**src/rtl/core/moving_average_threshold_unit_assert.svh**
```systemverilog
// assertion macros shared by the moving average threshold unit
`ifndef MOVING_AVERAGE_THRESHOLD_UNIT_ASSERT_SVH
`define MOVING_AVERAGE_THRESHOLD_UNIT_ASSERT_SVH

// same-cycle implication, checked out of reset
`define MATU_ASSERT_IMPL(lbl, ante, cons) \
    lbl: assert property (@(posedge i_clk) disable iff (!i_rst_n) (ante) |-> (cons)) \
        else $error("assertion failed");

// next-cycle implication, checked out of reset
`define MATU_ASSERT_NEXT(lbl, ante, cons) \
    lbl: assert property (@(posedge i_clk) disable iff (!i_rst_n) (ante) |=> (cons)) \
        else $error("assertion failed");

`endif

```
**src/rtl/core/matu_pkg.sv**
```systemverilog
// shared constants and types of the moving average threshold unit
package matu_pkg;

    // field widths
    localparam int SAMPLE_W = 12;
    localparam int THRESH_W = 12;
    localparam int MEAN_W   = 16;
    localparam int HC_W     = 5;
    localparam int FRAC_W   = 4;

    // defaults
    localparam int                  WINDOW_LEN_DEF = 16;
    localparam logic [THRESH_W-1:0] THRESH_RESET   = 12'd2000;
    localparam logic [MEAN_W-1:0]   MEAN_MAX       = 16'd65520;

    // depth of the queue between front and back
    localparam int QUEUE_DEPTH = 2;

    // front status toward the top level
    typedef struct packed {
        logic pend;
        logic accept;
    } t_front_status;

    // queue status
    typedef struct packed {
        logic full;
        logic empty;
    } t_queue_status;

endpackage

```
**src/rtl/core/matu_front.sv**
```systemverilog
// front end: accepts samples, keeps the ring, fill count and running sum
module matu_front #(
    parameter int WINDOW_LEN = matu_pkg::WINDOW_LEN_DEF,
    parameter int SUM_W      = matu_pkg::SAMPLE_W + $clog2(WINDOW_LEN),
    parameter int CNT_W      = $clog2(WINDOW_LEN + 1)
) (
    input  logic                          i_clk,
    input  logic                          i_rst_n,
    input  logic                          i_valid,
    output logic                          o_stall,
    input  logic [matu_pkg::SAMPLE_W-1:0] i_sample_value,
    input  matu_pkg::t_queue_status       i_q_status,
    output logic                          o_push,
    output logic [SUM_W-1:0]              o_push_sum,
    output logic [CNT_W-1:0]              o_push_fill,
    output matu_pkg::t_front_status       o_status
);

    localparam int PTR_W = $clog2(WINDOW_LEN);

    logic [matu_pkg::SAMPLE_W-1:0] r_ring [WINDOW_LEN];
    logic [PTR_W-1:0]              r_wp;
    logic [CNT_W-1:0]              r_fill;
    logic [SUM_W-1:0]              r_sum;
    logic                          r_pend;
    logic [matu_pkg::SAMPLE_W-1:0] r_old;
    logic [matu_pkg::SAMPLE_W-1:0] r_sample;
    logic                          r_drop;
    logic                          accept;
    logic                          full;
    logic [SUM_W-1:0]              n_sum;

    // one sample in flight; the queue must have room for it
    assign o_stall = r_pend || i_q_status.full;
    assign accept  = i_valid && !o_stall;
    assign full    = (r_fill == CNT_W'(WINDOW_LEN));

    // ring write and read of the oldest word at the same address
    always_ff @(posedge i_clk) begin
        if (accept) begin
            r_ring[r_wp] <= i_sample_value;
            r_old        <= r_ring[r_wp];
            r_sample     <= i_sample_value;
            r_drop       <= full;
        end
    end

    // running sum after the drop and the add
    assign n_sum = r_sum - (r_drop ? SUM_W'(r_old) : '0) + SUM_W'(r_sample);

    // pointer, fill count, sum and pending flag
    always_ff @(posedge i_clk) begin
        if (!i_rst_n) begin
            r_wp   <= '0;
            r_fill <= '0;
            r_sum  <= '0;
            r_pend <= 1'b0;
        end else begin
            if (accept) begin
                r_wp   <= (r_wp == PTR_W'(WINDOW_LEN - 1)) ? '0 : r_wp + 1'b1;
                r_fill <= full ? r_fill : r_fill + 1'b1;
                r_pend <= 1'b1;
            end else if (r_pend) begin
                r_pend <= 1'b0;
            end
            if (r_pend) begin
                r_sum <= n_sum;
            end
        end
    end

    // hand the updated sum and count to the queue
    assign o_push      = r_pend;
    assign o_push_sum  = n_sum;
    assign o_push_fill = r_fill;

    assign o_status.pend   = r_pend;
    assign o_status.accept = accept;

endmodule

```
**src/rtl/core/matu_queue.sv**
```systemverilog
// short queue between the front end and the divider back end
module matu_queue #(
    parameter int WIDTH = 21
) (
    input  logic                    i_clk,
    input  logic                    i_rst_n,
    input  logic                    i_push,
    input  logic [WIDTH-1:0]        i_data,
    input  logic                    i_pop,
    output logic [WIDTH-1:0]        o_data,
    output matu_pkg::t_queue_status o_status
);

    localparam int PTR_W = $clog2(matu_pkg::QUEUE_DEPTH);
    localparam int QC_W  = $clog2(matu_pkg::QUEUE_DEPTH + 1);

    logic [WIDTH-1:0] r_mem [matu_pkg::QUEUE_DEPTH];
    logic [PTR_W-1:0] r_wr;
    logic [PTR_W-1:0] r_rd;
    logic [QC_W-1:0]  r_cnt;
    logic             do_push;
    logic             do_pop;

    assign o_status.full  = (r_cnt == QC_W'(matu_pkg::QUEUE_DEPTH));
    assign o_status.empty = (r_cnt == '0);
    assign do_push        = i_push && !o_status.full;
    assign do_pop         = i_pop && !o_status.empty;
    assign o_data         = r_mem[r_rd];

    // storage
    always_ff @(posedge i_clk) begin
        if (do_push) begin
            r_mem[r_wr] <= i_data;
        end
    end

    // pointers and count
    always_ff @(posedge i_clk) begin
        if (!i_rst_n) begin
            r_wr  <= '0;
            r_rd  <= '0;
            r_cnt <= '0;
        end else begin
            if (do_push) begin
                r_wr <= (r_wr == PTR_W'(matu_pkg::QUEUE_DEPTH - 1)) ? '0 : r_wr + 1'b1;
            end
            if (do_pop) begin
                r_rd <= (r_rd == PTR_W'(matu_pkg::QUEUE_DEPTH - 1)) ? '0 : r_rd + 1'b1;
            end
            case ({do_push, do_pop})
                2'b10:   r_cnt <= r_cnt + 1'b1;
                2'b01:   r_cnt <= r_cnt - 1'b1;
                default: r_cnt <= r_cnt;
            endcase
        end
    end

endmodule

```
**src/rtl/core/matu_back.sv**
```systemverilog
// back end: serial mean divider, alarm compare and output register
module matu_back #(
    parameter int SUM_W = matu_pkg::SAMPLE_W + 4,
    parameter int CNT_W = 5
) (
    input  logic                          i_clk,
    input  logic                          i_rst_n,
    input  logic [SUM_W-1:0]              i_q_sum,
    input  logic [CNT_W-1:0]              i_q_fill,
    input  matu_pkg::t_queue_status       i_q_status,
    output logic                          o_pop,
    input  logic [matu_pkg::THRESH_W-1:0] i_thresh,
    output logic                          o_valid,
    input  logic                          i_stall,
    output logic [matu_pkg::MEAN_W-1:0]   o_mean_q4,
    output logic [matu_pkg::HC_W-1:0]     o_held_count,
    output logic                          o_alarm
);

    localparam int DW    = SUM_W + matu_pkg::FRAC_W;
    localparam int DC_W  = $clog2(DW + 1);
    localparam int PR_W  = matu_pkg::THRESH_W + CNT_W;
    localparam int HX_W  = matu_pkg::HC_W + CNT_W;

    localparam logic [1:0] ST_IDLE = 2'd0;
    localparam logic [1:0] ST_DIV  = 2'd1;
    localparam logic [1:0] ST_WAIT = 2'd2;

    logic [1:0]       r_state;
    logic [DW-1:0]    r_quo;
    logic [CNT_W-1:0] r_rem;
    logic [CNT_W-1:0] r_div;
    logic [DC_W-1:0]  r_cnt;
    logic             r_alarm;
    logic [HX_W-1:0]  r_hc;
    logic             r_out_valid;
    logic [matu_pkg::MEAN_W-1:0] r_out_mean;
    logic [matu_pkg::HC_W-1:0]   r_out_hc;
    logic                        r_out_alarm;

    logic [CNT_W:0]   shifted;
    logic             fits;
    logic [CNT_W:0]   diff;
    logic [PR_W-1:0]  product;
    logic             out_free;

    // one restoring divide step
    assign shifted = {r_rem, r_quo[DW-1]};
    assign fits    = (shifted >= {1'b0, r_div});
    assign diff    = shifted - {1'b0, r_div};

    // threshold times count for the alarm compare
    assign product  = PR_W'(i_thresh) * PR_W'(i_q_fill);
    assign out_free = !r_out_valid || !i_stall;
    assign o_pop    = (r_state == ST_IDLE) && !i_q_status.empty;

    // sequencer state register
    always_ff @(posedge i_clk) begin
        if (!i_rst_n) begin
            r_state <= ST_IDLE;
        end else begin
            case (r_state)
                ST_IDLE: begin
                    if (o_pop) begin
                        r_state <= ST_DIV;
                    end
                end
                ST_DIV: begin
                    if (r_cnt == DC_W'(1)) begin
                        r_state <= ST_WAIT;
                    end
                end
                ST_WAIT: begin
                    if (out_free) begin
                        r_state <= ST_IDLE;
                    end
                end
                default: r_state <= ST_IDLE;
            endcase
        end
    end

    // divider registers
    always_ff @(posedge i_clk) begin
        if (o_pop) begin
            r_quo   <= {i_q_sum, matu_pkg::FRAC_W'(0)};
            r_rem   <= '0;
            r_div   <= i_q_fill;
            r_cnt   <= DC_W'(DW);
            r_alarm <= (PR_W'(i_q_sum) > product);
            r_hc    <= HX_W'(i_q_fill);
        end else if (r_state == ST_DIV) begin
            r_quo <= {r_quo[DW-2:0], fits};
            r_rem <= fits ? diff[CNT_W-1:0] : shifted[CNT_W-1:0];
            r_cnt <= r_cnt - 1'b1;
        end
    end

    // output register
    always_ff @(posedge i_clk) begin
        if (!i_rst_n) begin
            r_out_valid <= 1'b0;
        end else if ((r_state == ST_WAIT) && out_free) begin
            r_out_valid <= 1'b1;
        end else if (!i_stall) begin
            r_out_valid <= 1'b0;
        end
    end

    always_ff @(posedge i_clk) begin
        if ((r_state == ST_WAIT) && out_free) begin
            r_out_mean  <= r_quo[matu_pkg::MEAN_W-1:0];
            r_out_hc    <= r_hc[matu_pkg::HC_W-1:0];
            r_out_alarm <= r_alarm;
        end
    end

    assign o_valid      = r_out_valid;
    assign o_mean_q4    = r_out_mean;
    assign o_held_count = r_out_hc;
    assign o_alarm      = r_out_alarm;

endmodule

```
**src/rtl/core/moving_average_threshold_unit.sv**
```systemverilog
// top level of the moving average threshold unit
// Usage:
// - input channel: i_valid / o_stall with i_sample_value; a word is taken at a
//   clock edge with i_valid high and o_stall low
// - output channel: o_valid / i_stall with o_mean_q4, o_held_count, o_alarm;
//   one result word per input word, in order
// - i_cfg_we / i_cfg_data write the alarm threshold; write only while idle
// - the front end updates the ring and running sum and queues the sum; the
//   back end runs a restoring divider, one quotient bit per cycle
// - a word passes from the accepting edge through the ring update, the queue,
//   the divider and the output register to o_valid; the serial divider sets
//   the throughput
// - the front end keeps accepting while a result waits in the output
//   register, until the two-entry queue fills
// - synchronous active-low reset empties the window, clears the sum and
//   restores the threshold to 2000; the ring needs no clearing pass
// - while i_stall is high the output word is held unchanged
module moving_average_threshold_unit #(
    parameter int WINDOW_LEN = matu_pkg::WINDOW_LEN_DEF
) (
    input  logic                          i_clk,
    input  logic                          i_rst_n,
    input  logic                          i_valid,
    output logic                          o_stall,
    input  logic [matu_pkg::SAMPLE_W-1:0] i_sample_value,
    output logic                          o_valid,
    input  logic                          i_stall,
    output logic [matu_pkg::MEAN_W-1:0]   o_mean_q4,
    output logic [matu_pkg::HC_W-1:0]     o_held_count,
    output logic                          o_alarm,
    input  logic                          i_cfg_we,
    input  logic [matu_pkg::THRESH_W-1:0] i_cfg_data
);

    `include "moving_average_threshold_unit_assert.svh"

    localparam int SUM_W = matu_pkg::SAMPLE_W + $clog2(WINDOW_LEN);
    localparam int CNT_W = $clog2(WINDOW_LEN + 1);
    localparam int Q_W   = SUM_W + CNT_W;

    logic [matu_pkg::THRESH_W-1:0] r_thresh;
    logic                          push;
    logic [SUM_W-1:0]              push_sum;
    logic [CNT_W-1:0]              push_fill;
    logic                          pop;
    logic [Q_W-1:0]                q_data;
    matu_pkg::t_front_status       front_status;
    matu_pkg::t_queue_status       q_status;

    // threshold register
    always_ff @(posedge i_clk) begin
        if (!i_rst_n) begin
            r_thresh <= matu_pkg::THRESH_RESET;
        end else if (i_cfg_we) begin
            r_thresh <= i_cfg_data;
        end
    end

    // front end
    matu_front #(
        .WINDOW_LEN (WINDOW_LEN),
        .SUM_W      (SUM_W),
        .CNT_W      (CNT_W)
    ) u_front (
        .i_clk          (i_clk),
        .i_rst_n        (i_rst_n),
        .i_valid        (i_valid),
        .o_stall        (o_stall),
        .i_sample_value (i_sample_value),
        .i_q_status     (q_status),
        .o_push         (push),
        .o_push_sum     (push_sum),
        .o_push_fill    (push_fill),
        .o_status       (front_status)
    );

    // queue
    matu_queue #(
        .WIDTH (Q_W)
    ) u_queue (
        .i_clk    (i_clk),
        .i_rst_n  (i_rst_n),
        .i_push   (push),
        .i_data   ({push_sum, push_fill}),
        .i_pop    (pop),
        .o_data   (q_data),
        .o_status (q_status)
    );

    // back end
    matu_back #(
        .SUM_W (SUM_W),
        .CNT_W (CNT_W)
    ) u_back (
        .i_clk        (i_clk),
        .i_rst_n      (i_rst_n),
        .i_q_sum      (q_data[Q_W-1:CNT_W]),
        .i_q_fill     (q_data[CNT_W-1:0]),
        .i_q_status   (q_status),
        .o_pop        (pop),
        .i_thresh     (r_thresh),
        .o_valid      (o_valid),
        .i_stall      (i_stall),
        .o_mean_q4    (o_mean_q4),
        .o_held_count (o_held_count),
        .o_alarm      (o_alarm)
    );

    // a pending sum always finds room in the queue
    `MATU_ASSERT_IMPL(a_push_room, front_status.pend, !q_status.full)
    // an accepted word is pushed in the following cycle
    `MATU_ASSERT_NEXT(a_accept_push, front_status.accept, push)
    // the mean never exceeds the largest sample in q4 form
    `MATU_ASSERT_IMPL(a_mean_range, o_valid, o_mean_q4 <= matu_pkg::MEAN_MAX)

endmodule
```
**config.mk**
```make
export PLATFORM = sky130hd
export DESIGN_NAME = moving_average_threshold_unit
export DESIGN_NICKNAME = d
export VERILOG_FILES = /design/src/rtl/core/matu_pkg.sv /design/src/rtl/core/matu_front.sv /design/src/rtl/core/matu_queue.sv /design/src/rtl/core/matu_back.sv /design/src/rtl/core/moving_average_threshold_unit.sv
export VERILOG_INCLUDE_DIRS = /design/src /design/src/rtl/core
export SDC_FILE = /design/constraint.sdc
export NUM_CORES = 1
export LEC_CHECK = 0
export BUFFER_PORTS_ARGS = -buffer_cell sky130_fd_sc_hd__buf_2
export CORE_MARGIN = 1
export CORE_UTILIZATION = 62
export DETAILED_ROUTE_END_ITERATION = 8
export PLACE_DENSITY = 0.8
export SETUP_SLACK_MARGIN = 0.5
export SLEW_MARGIN = 30
export SYNTH_ARGS = -nofsm -noshare
export SYNTH_HDL_FRONTEND = slang
export SYNTH_SLANG_ARGS = --single-unit
```
**constraint.sdc**
```tcl
create_clock -name i_clk -period 6.5 [get_ports i_clk]
set_input_delay 1.3 -clock i_clk [delete_from_list [all_inputs] [get_ports i_clk]]
set_output_delay 1.3 -clock i_clk [all_outputs]
set_load 0.005 [all_outputs]
```
* Word-level counts from Yosys, hierarchy flattened
Memory sizes are Yosys's and may differ from the RTL's. A register that Yosys moved wholly into a read port is not among the register bits. Cells that the tools add are included.
Storage, ports and cells: word-level logic and storage cells 87, bits in read-only memories 0, RAM bits 234, output and inout port bits 24, flip-flop bits (word level) 116, memories 2, latch bits 0
Cells by class: mux-type cells 20, reduce and logical (&&, ||, !) cells 18, eq/ne operators 12, div/mod/pow operators 0, multiply operators 1, magnitude comparators 2, add/subtract/negate cells 10, shifts and indexed selects 0, bitwise gates (word level) 1
Memories:
- u_front.r_ring | depth 16, bits a word 12, rd ports 1, clocked after memory_dff 1, wr ports 1, RTL line matu_front.sv:21 | logic [matu_pkg::SAMPLE_W-1:0] r_ring [WINDOW_LEN];
- u_queue.r_mem | depth 2, bits a word 21, rd ports 1, clocked after memory_dff 1, wr ports 1, RTL line matu_queue.sv:17 | logic [WIDTH-1:0] r_mem [matu_pkg::QUEUE_DEPTH];
Operator list (count):
- 2-to-1 mux 20 bit | 2
- greater-than comparator 16 x 17 -> 1 bit | 1
- multiplier 12 x 5 -> 17 bit | 1
- adder 16 x 12 -> 16 bit | 1
- subtractor 16 bit | 1
- 2-to-1 mux 12 bit | 1
- 2-to-1 mux 1 bit | 10
- == test 2 bit (second input constant) | 3
- greater-or-equal comparator 6 x 5 -> 1 bit | 1
- 2-to-1 mux 2 bit | 3
- != test 2 x 1 -> 1 bit (second input constant) | 3
- case mux 2 bit (3 select lines) | 1
- adder 5 x 1 -> 5 bit (second input constant) | 1
- == test 5 x 1 -> 1 bit (second input constant) | 1
- == test 5 bit (second input constant) | 1
- logical AND 1 bit | 5
- zero test 1 bit | 5
- 2-to-1 mux 5 bit | 1
- subtractor 5 x 1 -> 5 bit (second input constant) | 1
- subtractor 5 bit | 1
- adder 4 x 1 -> 4 bit (second input constant) | 1
- == test 2 x 1 -> 1 bit (second input constant) | 2
- == test 4 bit (second input constant) | 1
- zero test 2 bit | 2
- other kinds (11) | 14

* Logic depth before layout (Yosys ltp)
Gate-level depths: netlist of the first run.
depth in word-level cells 6, gate-level depth with buffers 23, mapped depth without buffers 21

* Hierarchy
From an unflattened synthesis of the first run, not the netlist that was laid out.
Second synthesis, totals: cell total of the unflattened synthesis 1188, area total of the unflattened synthesis 17225.3 um^2
By module, submodules not included:
- matu_front | times used 1, cells an instance 613, area each 10456.3 um^2, seq. area each 7036.7 um^2
- matu_back | times used 1, cells an instance 446, area each 4589.4 um^2, seq. area each 1661.6 um^2
- matu_queue | times used 1, cells an instance 91, area each 1744.2 um^2, seq. area each 1361.3 um^2
- moving_average_threshold_unit | times used 1, cells an instance 38, area each 435.4 um^2, seq. area each 240.2 um^2

* Worst setup path before layout of the first run
Ideal clock, no wire load.
kind register to register, from register (tool-made name), to register u_back.r_alarm, data pin, path buffers 2, cell stages (with the launch flop) 20, library setup time 0.256 ns, arrival time 4.968 ns, path slack 1.277 ns, cell sequence dfxtp_1 -> buf_2 -> mux2_2 -> clkbuf_1 -> nand2_1 -> fa_1 -> fa_1 -> fa_1 -> inv_1 -> ha_1 -> nor2b_1 -> o31a_1 -> o31a_1 -> o21ai_0 -> a21oi_1 -> xnor2_1 -> ha_1 -> a2111oi_0 -> o211ai_1 -> o211a_1
RTL lines:
- end signal: assignment | RTL line matu_back.sv:90 | r_alarm <= (PR_W'(i_q_sum) > product);
- end: declaration | RTL line matu_back.sv:34 | logic r_alarm;

==> impl_metrics.tcl, run 1 <==
set metrics [dict create \
    wl_per_cell_microns 20.1 \
    io_buffers 52 \
    postCtsSetupBuffers 0 \
    clock_sinks 363 \
    clk_latency_ns 0.54 \
    gp_congestion 0.847 \
    synth-edff-count 303 \
    path_class "reg -> reg" \
    h-tree-depth 2 \
    status "finished, final reports clean" \
    setup_viol 0 \
    drc 0 \
    rsz0062_at_grt "false" \
    synth_fp_nets 1312 \
    total_power_uw 9720 \
    instances_no_fill 1642 \
    p_per_area_nw_per_um2 507 \
    cts_buffer_depth 3 \
    tns_ns 0 \
    chipHeight_microns 169 \
    async_reset_ff_share_pct 0 \
    multi_input_area_sq_um 6280 \
    die_area_sq_um 28400 \
    hp-class "reg -> reg" \
    drtAntennaViolNets 0 \
    critPathMaxFanout 13 \
    final_nets 1385 \
    cts_tree "built" \
    worstMarginPinSlew_ns 0.914 \
    drtIter0Drc 786 \
    grt_max_degree 53 \
    grt_pass1_wl_microns 52400 \
    placed_cells 1575 \
    slew_headroom_pct 39.1 \
    clockRootBuffer "clkbuf_16" \
    ios 53 \
    arrival_ns 5.69 \
    first_pass_iters 5 \
    yosysUniqueCellTypes 67 \
    critPathLaunchType "flop" \
    num_vias 9655 \
    fmax_mhz 185 \
    seqCellArea_sq_um 10300 \
    die_w_microns 169 \
    yosys_register_bits 363 \
    leakagePower_uw 0.00722 \
    dp_hpwl_microns 21400 \
    fill_cells 1733 \
    start_util_pct 63.5 \
    cts_resized 0 \
    report.final.hold_viol_count 0 \
    syn_area_per_cell_sq_um 14.7 \
    via_per_inst 5.88 \
    maxSlewViolCount 0 \
    cts_buffers 37 \
    antenna_found_initial 0 \
    ys_seq_area_share_pct 59.9 \
    worst_ep_required_time_ns 6.79 \
    fp-row-count 60 \
    synth_ff_type "edfxtp_1" \
    fin_skew_ns 0.0224 \
    drive_gt1_share_pct 16.9 \
    overflow 0 \
    num_antenna_cells 0 \
    peakVddDrop_mv 0.331 \
    yosys_warnings 0 \
    max-cap-violations 0 \
    hold_buffers 0 \
    final_cell_mix "edfxtp_1 (303), inv_1 (118), ha_1 (71)" \
    area_growth_syn_to_layout_pct 11.4 \
    min_period_over_period_pct 83.1 \
    clk_pin_slew_worst_paths_ns 0.07 \
    coreArea_sq_um 27100 \
    syn_area_sq_um 17200 \
    fin_crit_ns 5.40 \
    hold_ws_ns 0.436 \
    synthCells 1169 \
    final_common_cell "edfxtp_1" \
    end_kind "flop" \
    routed_wl_microns 33000 \
    grt_util_all_layers_pct 24.1 \
    grt_pass1_vias 9733 \
]
[critical path: stages, from the launching register on]
cell	delay, ns
dfxtp_1	0.39
mux2_2	0.46
and2_1	0.21
fa_1	0.51
fa_1	0.54
inv_1	0.05
fa_1	0.53
inv_1	0.04
ha_1	0.35
o21a_1	0.19
o31a_1	0.13
o31a_1	0.27
o21ai_0	0.25
a21oi_1	0.12
xnor2_1	0.14
ha_1	0.30
a2111oi_0	0.39
o211ai_1	0.14
o211a_1	0.15
[cell usage after synthesis, types with 17 or more instances]
cell type  instances  area, sq um
mux4_1            18          473
xor2_1            17          149
nor2_1            55          206
a21oi_1           32          160
xnor2_1           21          184
dfxtp_1           60         1200
ha_1              71          888
mux2_2            19          214
edfxtp_1         303         9100
o21ai_0           17         85.1
nor2b_1           21          131
fa_1              43          861
clkbuf_1          25         93.8
a22o_1            19          166
nand2_1           60          225
mux4_2            42          946
mux2i_1           29          290
and2_1            45          282
inv_1            119          447
[power breakdown]
| group | total (uW) | switching (uW) | internal [uW] |
|---|---|---|---|
| clock network | 2120 | 870 | 1250 |
| registers | 3240 | 174 | 3060 |
| logic | 4360 | 2480 | 1890 |
[sequential cells by signal, indices dropped and copies added (netlist names), 5 cells and up, named ones only]
| register | flops |
|---|---|
| u_back.r_quo | 20 |
| u_queue.r_mem | 42 |
| u_front.r_sample | 12 |
| u_back.o_held_count | 5 |
| u_back.r_div | 5 |
| u_back.r_rem | 5 |
| u_front.o_push_fill | 5 |
| r_thresh | 12 |
| u_front.r_sum | 16 |
| u_back.o_mean_q4 | 16 |
| u_front.r_ring | 192 |
| u_front.r_old | 12 |
| u_back.r_cnt | 5 |
[kinds of logic after synthesis]
kind of cell | Yosys count | synth area share (%)
DFF | 363 | 59.9
muxes | 108 | 11.2
buffers and inverters | 161 | 3.87
and+or+nand+nor | 250 | 7.48
xor gates and xnor gates | 38 | 1.93
adders and majority gates | 114 | 10.2
AOI/OAI and AO/OA | 135 | 5.49
[per-layer routing]
layer  global-route usage, %  vias up  routed length (microns)
li1                        -     4435                        -
met1                    30.5     4850                    13300
met2                    42.7      303                    17400
met3                    3.51       67                     1490
met4                    8.38        0                      829
met5                       0        -                        0
[worst paths after layout]
kind,startpoint,slack [ns],end,cells past startpoint
min,u_back.r_alarm,0.44,u_back.o_alarm,0
max reg2reg,flop,1.10,u_back.r_alarm,18
max,flop,1.10,u_back.r_alarm,18
min reg2reg,u_back.r_alarm,0.44,u_back.o_alarm,0
[cell type report]
| cell class | instances | share of cell area [%] |
|---|---|---|
| Timing Repair Buffer | 76 | 2.30 |
| Tap cell | 372 | 2.43 |
| Clock buffer | 51 | 5.42 |
| Inverter | 119 | 2.33 |
| Multi-Input combinational cell | 645 | 32.8 |
| Clock inverter | 16 | 0.954 |
| Sequential cell | 363 | 53.8 |
[per-stage QoR]
step / worst slack (ns) / area (sq um) / utilization (%)
2_1_floorplan: 1.28 / 17200 / -
5_1_grt: 0.784 / 19200 / 70.7
3_5_place_dp: 1.08 / 17900 / 66.2
4_1_cts: 1.09 / 19200 / 70.7
6_report: 1.10 / 19200 / 70.7
3_3_place_gp: 1.21 / 17900 / 66.1
Power figures use the tool's default switching activity.
==> run 2: changes to the inputs <==
--- a/config.mk
+++ b/config.mk
@@ -8,9 +8,9 @@
 export LEC_CHECK = 0
 export BUFFER_PORTS_ARGS = -buffer_cell sky130_fd_sc_hd__buf_2
 export CORE_MARGIN = 1
-export CORE_UTILIZATION = 62
+export CORE_UTILIZATION = 56
 export DETAILED_ROUTE_END_ITERATION = 8
-export PLACE_DENSITY = 0.8
+export PLACE_DENSITY = 0.77
 export SETUP_SLACK_MARGIN = 0.5
 export SLEW_MARGIN = 30
 export SYNTH_ARGS = -nofsm -noshare
==> constraint.sdc (replaced) <==
create_clock -name i_clk -period 4.8 [get_ports i_clk]
set_input_delay 0.96 -clock i_clk [delete_from_list [all_inputs] [get_ports i_clk]]
set_output_delay 0.96 -clock i_clk [all_outputs]
set_load 0.005 [all_outputs]
==> impl_metrics.tcl, run 2 (synthesized netlist as in run 1, its figures left out) <==
set metrics [dict create \
    status "finished, violations left" \
    violations "setup timing" \
    critPathLaunchType "flop" \
    cts_buffers 37 \
    top_regs "u_front.r_ring (192), u_queue.r_mem (42), u_back.r_quo (20)" \
    post-route-worst-setup-slack_ns -0.114 \
    report.final.hold_viol_count 0 \
    largest_reg_flops 192 \
    final_common_cell "edfxtp_1" \
    fin_crit_ns 4.91 \
    slowest_stage "fa_1" \
    max-cap-violations 0 \
    top_register "u_front.r_ring" \
    clk_pin_slew_worst_paths_ns 0.06 \
    clock_sinks 363 \
    drc 0 \
    io_buffers 52 \
    worstMarginPinSlew_ns 0.896 \
    cts_tree "built" \
    grt_max_degree 34 \
    first_pass_iters 5 \
    fmax_mhz 203 \
    worst-path-buf-inv 4 \
    h-tree-depth 2 \
    gp_congestion 0.859 \
    die_area_sq_um 31400 \
    fp-row-count 63 \
    cts_buffer_depth 3 \
    grt_pass1_vias 9952 \
    critPathMaxStageDelay_ns 0.54 \
    coreArea_sq_um 30000 \
    die_w_microns 177 \
    clockRootBuffer "clkbuf_16" \
    hold_buffers 0 \
    worst_ep_required_time_ns 5.07 \
    antenna_found_initial 0 \
    grt_pass1_wl_microns 51800 \
    num_vias 9545 \
    min_period_over_period_pct 102 \
    slew_headroom_pct 40.3 \
    drive_gt1_share_pct 21.9 \
    crit_family "adder cells" \
    fin_skew_ns 0.0174 \
    path_class "reg -> reg" \
    final_util_pct 65.7 \
    critPathMaxFanout 6 \
    hp-class "reg -> reg" \
    tns_ns -0.114 \
    final_nets 1418 \
    drtIter0Drc 645 \
    end_kind "flop" \
    rsz0062_at_grt "true" \
    routed_wl_microns 32400 \
    ios 53 \
    drtAntennaViolNets 0 \
    preCtsSetupSlack_ns -0.315 \
    num_antenna_cells 0 \
    setup_viol 1 \
    instances_no_fill 1694 \
    start_util_pct 57.4 \
    timing.critical_path.mode_cell "fa_1" \
    total_power_uw 14400 \
    multi_input_area_sq_um 6500 \
    leakagePower_uw 0.00740 \
    clk_latency_ns 0.52 \
    arrival_ns 5.19 \
    maxSlewViolCount 0 \
    path_cells "mux2_4, buf_6, buf_4, and2_1, fa_1, fa_1, inv_1, fa_1, inv_1, ha_1, o31ai_4, a21oi_1, o311a_1, ha_2, a2111oi_4, o211ai_1, o211a_1" \
    final_cell_mix "edfxtp_1 (303), inv_1 (113), ha_1 (63)" \
    seqCellArea_sq_um 10300 \
    chipHeight_microns 177 \
    wl_per_cell_microns 19.1 \
    p_per_area_nw_per_um2 733 \
    peakVddDrop_mv 0.552 \
    overflow 0 \
    area_growth_syn_to_layout_pct 14.4 \
    fill_cells 2094 \
    via_per_inst 5.63 \
    dp_hpwl_microns 22000 \
    placed_cells 1616 \
    grt_util_all_layers_pct 21.4 \
]
==> run 2: layout make-up <==
class	count	area share [%]
Multi-Input combinational cell	645	33.0
Clock buffer	49	5.09
Tap cell	390	2.48
Timing Repair Buffer	109	3.61
Inverter	119	2.27
Clock inverter	19	1.14
Sequential cell	363	52.4
==> run 2: final timing paths <==
check | from | end | slack (ns) | depth (start not counted)
setup reg to reg | flop | u_back.r_alarm | -0.11 | 17
setup / recovery | flop | u_back.r_alarm | -0.11 | 17
hold reg to reg | u_back.r_alarm | u_back.o_alarm | 0.44 | 0
hold / removal | u_back.r_alarm | u_back.o_alarm | 0.44 | 0
==> run 2: per-layer routing <==
| metal | global-route usage, % | wire length (microns) | vias up |
|---|---|---|---|
| li1 | - | - | 4512 |
| met4 | 7.02 | 931 | 0 |
| met1 | 27.4 | 13700 | 4751 |
| met2 | 37.5 | 16400 | 210 |
| met3 | 2.94 | 1250 | 72 |
| met5 | 0 | 0 | - |
==> run 2: power breakdown <==
part           internal, uW  switching (uW)
Clock                  1700            1170
Sequential             4150             259
Combinational          3400            3750
Total                  9250            5180
==> run 2: timing repair <==
| item | in CTS | in global routing |
|---|---|---|
| setup buffers | 9 | 1 |
| pin swaps | 28 | 18 |
| gates resized for setup | 25 | 16 |
| endpoints found under the setup margin | 1 | 1 |
==> run 2: through the flow <==
step | area, sq um | hold slack [ns]
floorplan | 17300 | 0.400
global placement | 18200 | 0.401
detailed placement | 18300 | 0.426
CTS | 19600 | 0.440
global route | 19700 | 0.447
finish | 19700 | 0.440
==> run 3: changes to the inputs <==
--- a/config.mk
+++ b/config.mk
@@ -7,10 +7,9 @@
 export NUM_CORES = 1
 export LEC_CHECK = 0
 export BUFFER_PORTS_ARGS = -buffer_cell sky130_fd_sc_hd__buf_2
-export CORE_MARGIN = 1
-export CORE_UTILIZATION = 56
+export CORE_UTILIZATION = 55
 export DETAILED_ROUTE_END_ITERATION = 8
-export PLACE_DENSITY = 0.77
+export PLACE_DENSITY = 0.76
 export SETUP_SLACK_MARGIN = 0.5
 export SLEW_MARGIN = 30
 export SYNTH_ARGS = -nofsm -noshare
==> impl_metrics.tcl, run 3 (synthesized netlist as in run 1, its figures left out) <==
set metrics [dict create \
    status "finished, violations left" \
    violations "setup timing" \
    instances_no_fill 1702 \
    fill_cells 2147 \
    rsz0062_at_grt "true" \
    grt_pass1_vias 9900 \
    slew_headroom_pct 44.0 \
    busiest_layer "met2" \
    chipHeight_microns 179 \
    seqCellArea_sq_um 10300 \
    max-cap-violations 0 \
    path_class "reg -> reg" \
    drive_gt1_share_pct 22.4 \
    setup_viol 1 \
    fmax_mhz 203 \
    drtIter0Drc 626 \
    io_buffers 52 \
    grt_util_all_layers_pct 21.4 \
    drtAntennaViolNets 0 \
    use_met1_pct 27.6 \
    drc 0 \
    clk_pin_slew_worst_paths_ns 0.06 \
    p_per_area_nw_per_um2 734 \
    overflow 0 \
    antenna_found_initial 0 \
    grt.met3_usage_pct 3.50 \
    top_regs "u_front.r_ring (192), u_queue.r_mem (42), u_back.r_quo (20)" \
    reg2regPathDepth 19 \
    cts_buffer_depth 3 \
    die_w_microns 179 \
    wl_per_cell_microns 19.3 \
    area_growth_syn_to_layout_pct 14.4 \
    num_antenna_cells 0 \
    min_path_cells 0 \
    leakagePower_uw 0.00743 \
    top_register "u_front.r_ring" \
    critPathMaxFanout 4 \
    final_common_cell "edfxtp_1" \
    post-route-worst-setup-slack_ns -0.126 \
    final_nets 1421 \
    coreArea_sq_um 30700 \
    fp-row-count 64 \
    grt_max_degree 34 \
    via_per_inst 5.69 \
    min_period_over_period_pct 103 \
    hp-class "reg -> reg" \
    clock_sinks 363 \
    grt_pass1_wl_microns 52200 \
    num_vias 9677 \
    die_area_sq_um 32000 \
    maxSlewViolCount 0 \
    h-tree-depth 2 \
    cts_tree "built" \
    dp_hpwl_microns 21800 \
    critPathLaunchType "flop" \
    ios 53 \
    placed_cells 1628 \
    clk_latency_ns 0.54 \
    arrival_ns 5.22 \
    clockRootBuffer "clkbuf_16" \
    fin_crit_ns 4.93 \
    multi_input_area_sq_um 6520 \
    routed_wl_microns 32800 \
    cts_buffers 37 \
    start_util_pct 56.1 \
    end_kind "flop" \
    worst_ep_required_time_ns 5.10 \
    grt_use_met2_pct 36.9 \
    report.final.hold_viol_count 0 \
    gp_congestion 0.856 \
    largest_reg_flops 192 \
    worstMarginPinSlew_ns 0.840 \
    first_pass_iters 5 \
    final_cell_mix "edfxtp_1 (303), inv_1 (111), ha_1 (63)" \
    fin_skew_ns 0.0178 \
    peakVddDrop_mv 0.650 \
    preCtsSetupSlack_ns -0.332 \
]
-- run 3: cell count changes in the layout (fill, tap and decap cells not counted), moves of 4 or more --
cell and change:
clkbuf_1 +4, and2_4 +5, buf_4 +5, nor3_2 +5
clkinv_2 -4, and2_1 -5
-- run 3: layout make-up --
class                   count  area share, %
flip-flops and latches    363           52.4
repair buffers            112           3.69
well taps                 396           2.52
clock buffers              55           5.31
clock inverters            12          0.699
multi-input cells         645           33.1
inverters                 119           2.27
-- run 3: final timing paths --
path                                     start        endpoint  slack [ns]
worst min-delay path            u_back.r_alarm  u_back.o_alarm        0.43
worst min register to register  u_back.r_alarm  u_back.o_alarm        0.43
worst max register to register            flop  u_back.r_alarm       -0.13
worst max-delay path                      flop  u_back.r_alarm       -0.13
-- run 3: timing repair --
action	CTS	global route
resized for setup	30	22
pin swaps	28	32
hold buffers	0	0
buffers inserted	5	2
setup endpoints to repair	1	1
-- run 3: through the flow --
stage | total power, uW | utilization [%] | TNS [ns] | hold slack, ns | area, sq um
2_1_floorplan | 9260 | - | -0.0547 | 0.400 | 17300
3_3_place_gp | 10700 | 59.5 | -0.149 | 0.408 | 18300
3_5_place_dp | 11000 | 59.6 | -0.332 | 0.418 | 18300
4_1_cts | 14100 | 63.9 | -0.0868 | 0.432 | 19600
5_1_grt | 15400 | 64.2 | -0.277 | 0.443 | 19700
6_report | 14400 | 64.2 | -0.126 | 0.434 | 19700
-- run 3: worst max-delay path, stage by stage (launching register included) --
cell and delay [ns]:
dfxtp_4 0.37, mux2_4 0.33, buf_6 0.12, nand2_2 0.06
fa_1 0.44, fa_1 0.47, fa_1 0.54, inv_2 0.05
ha_4 0.21, nor2b_4 0.12, o31a_1 0.26, o31a_1 0.29
o21ai_2 0.21, nand2b_1 0.13, xnor2_2 0.16, ha_1 0.30
nand4_1 0.17, nor3_4 0.21, a31oi_1 0.12, o211a_1 0.12
-- run 3: power breakdown --
group / internal (uW) / switching (uW)
Combinational: 3370 / 3870
Sequential: 4150 / 255
Clock: 1630 / 1170
-- run 3: layer usage --
layer	up-vias	share of wire, %
met5	-	0
li1	4516	-
met2	265	51
met1	4827	42
met4	0	2.6
met3	69	4.7
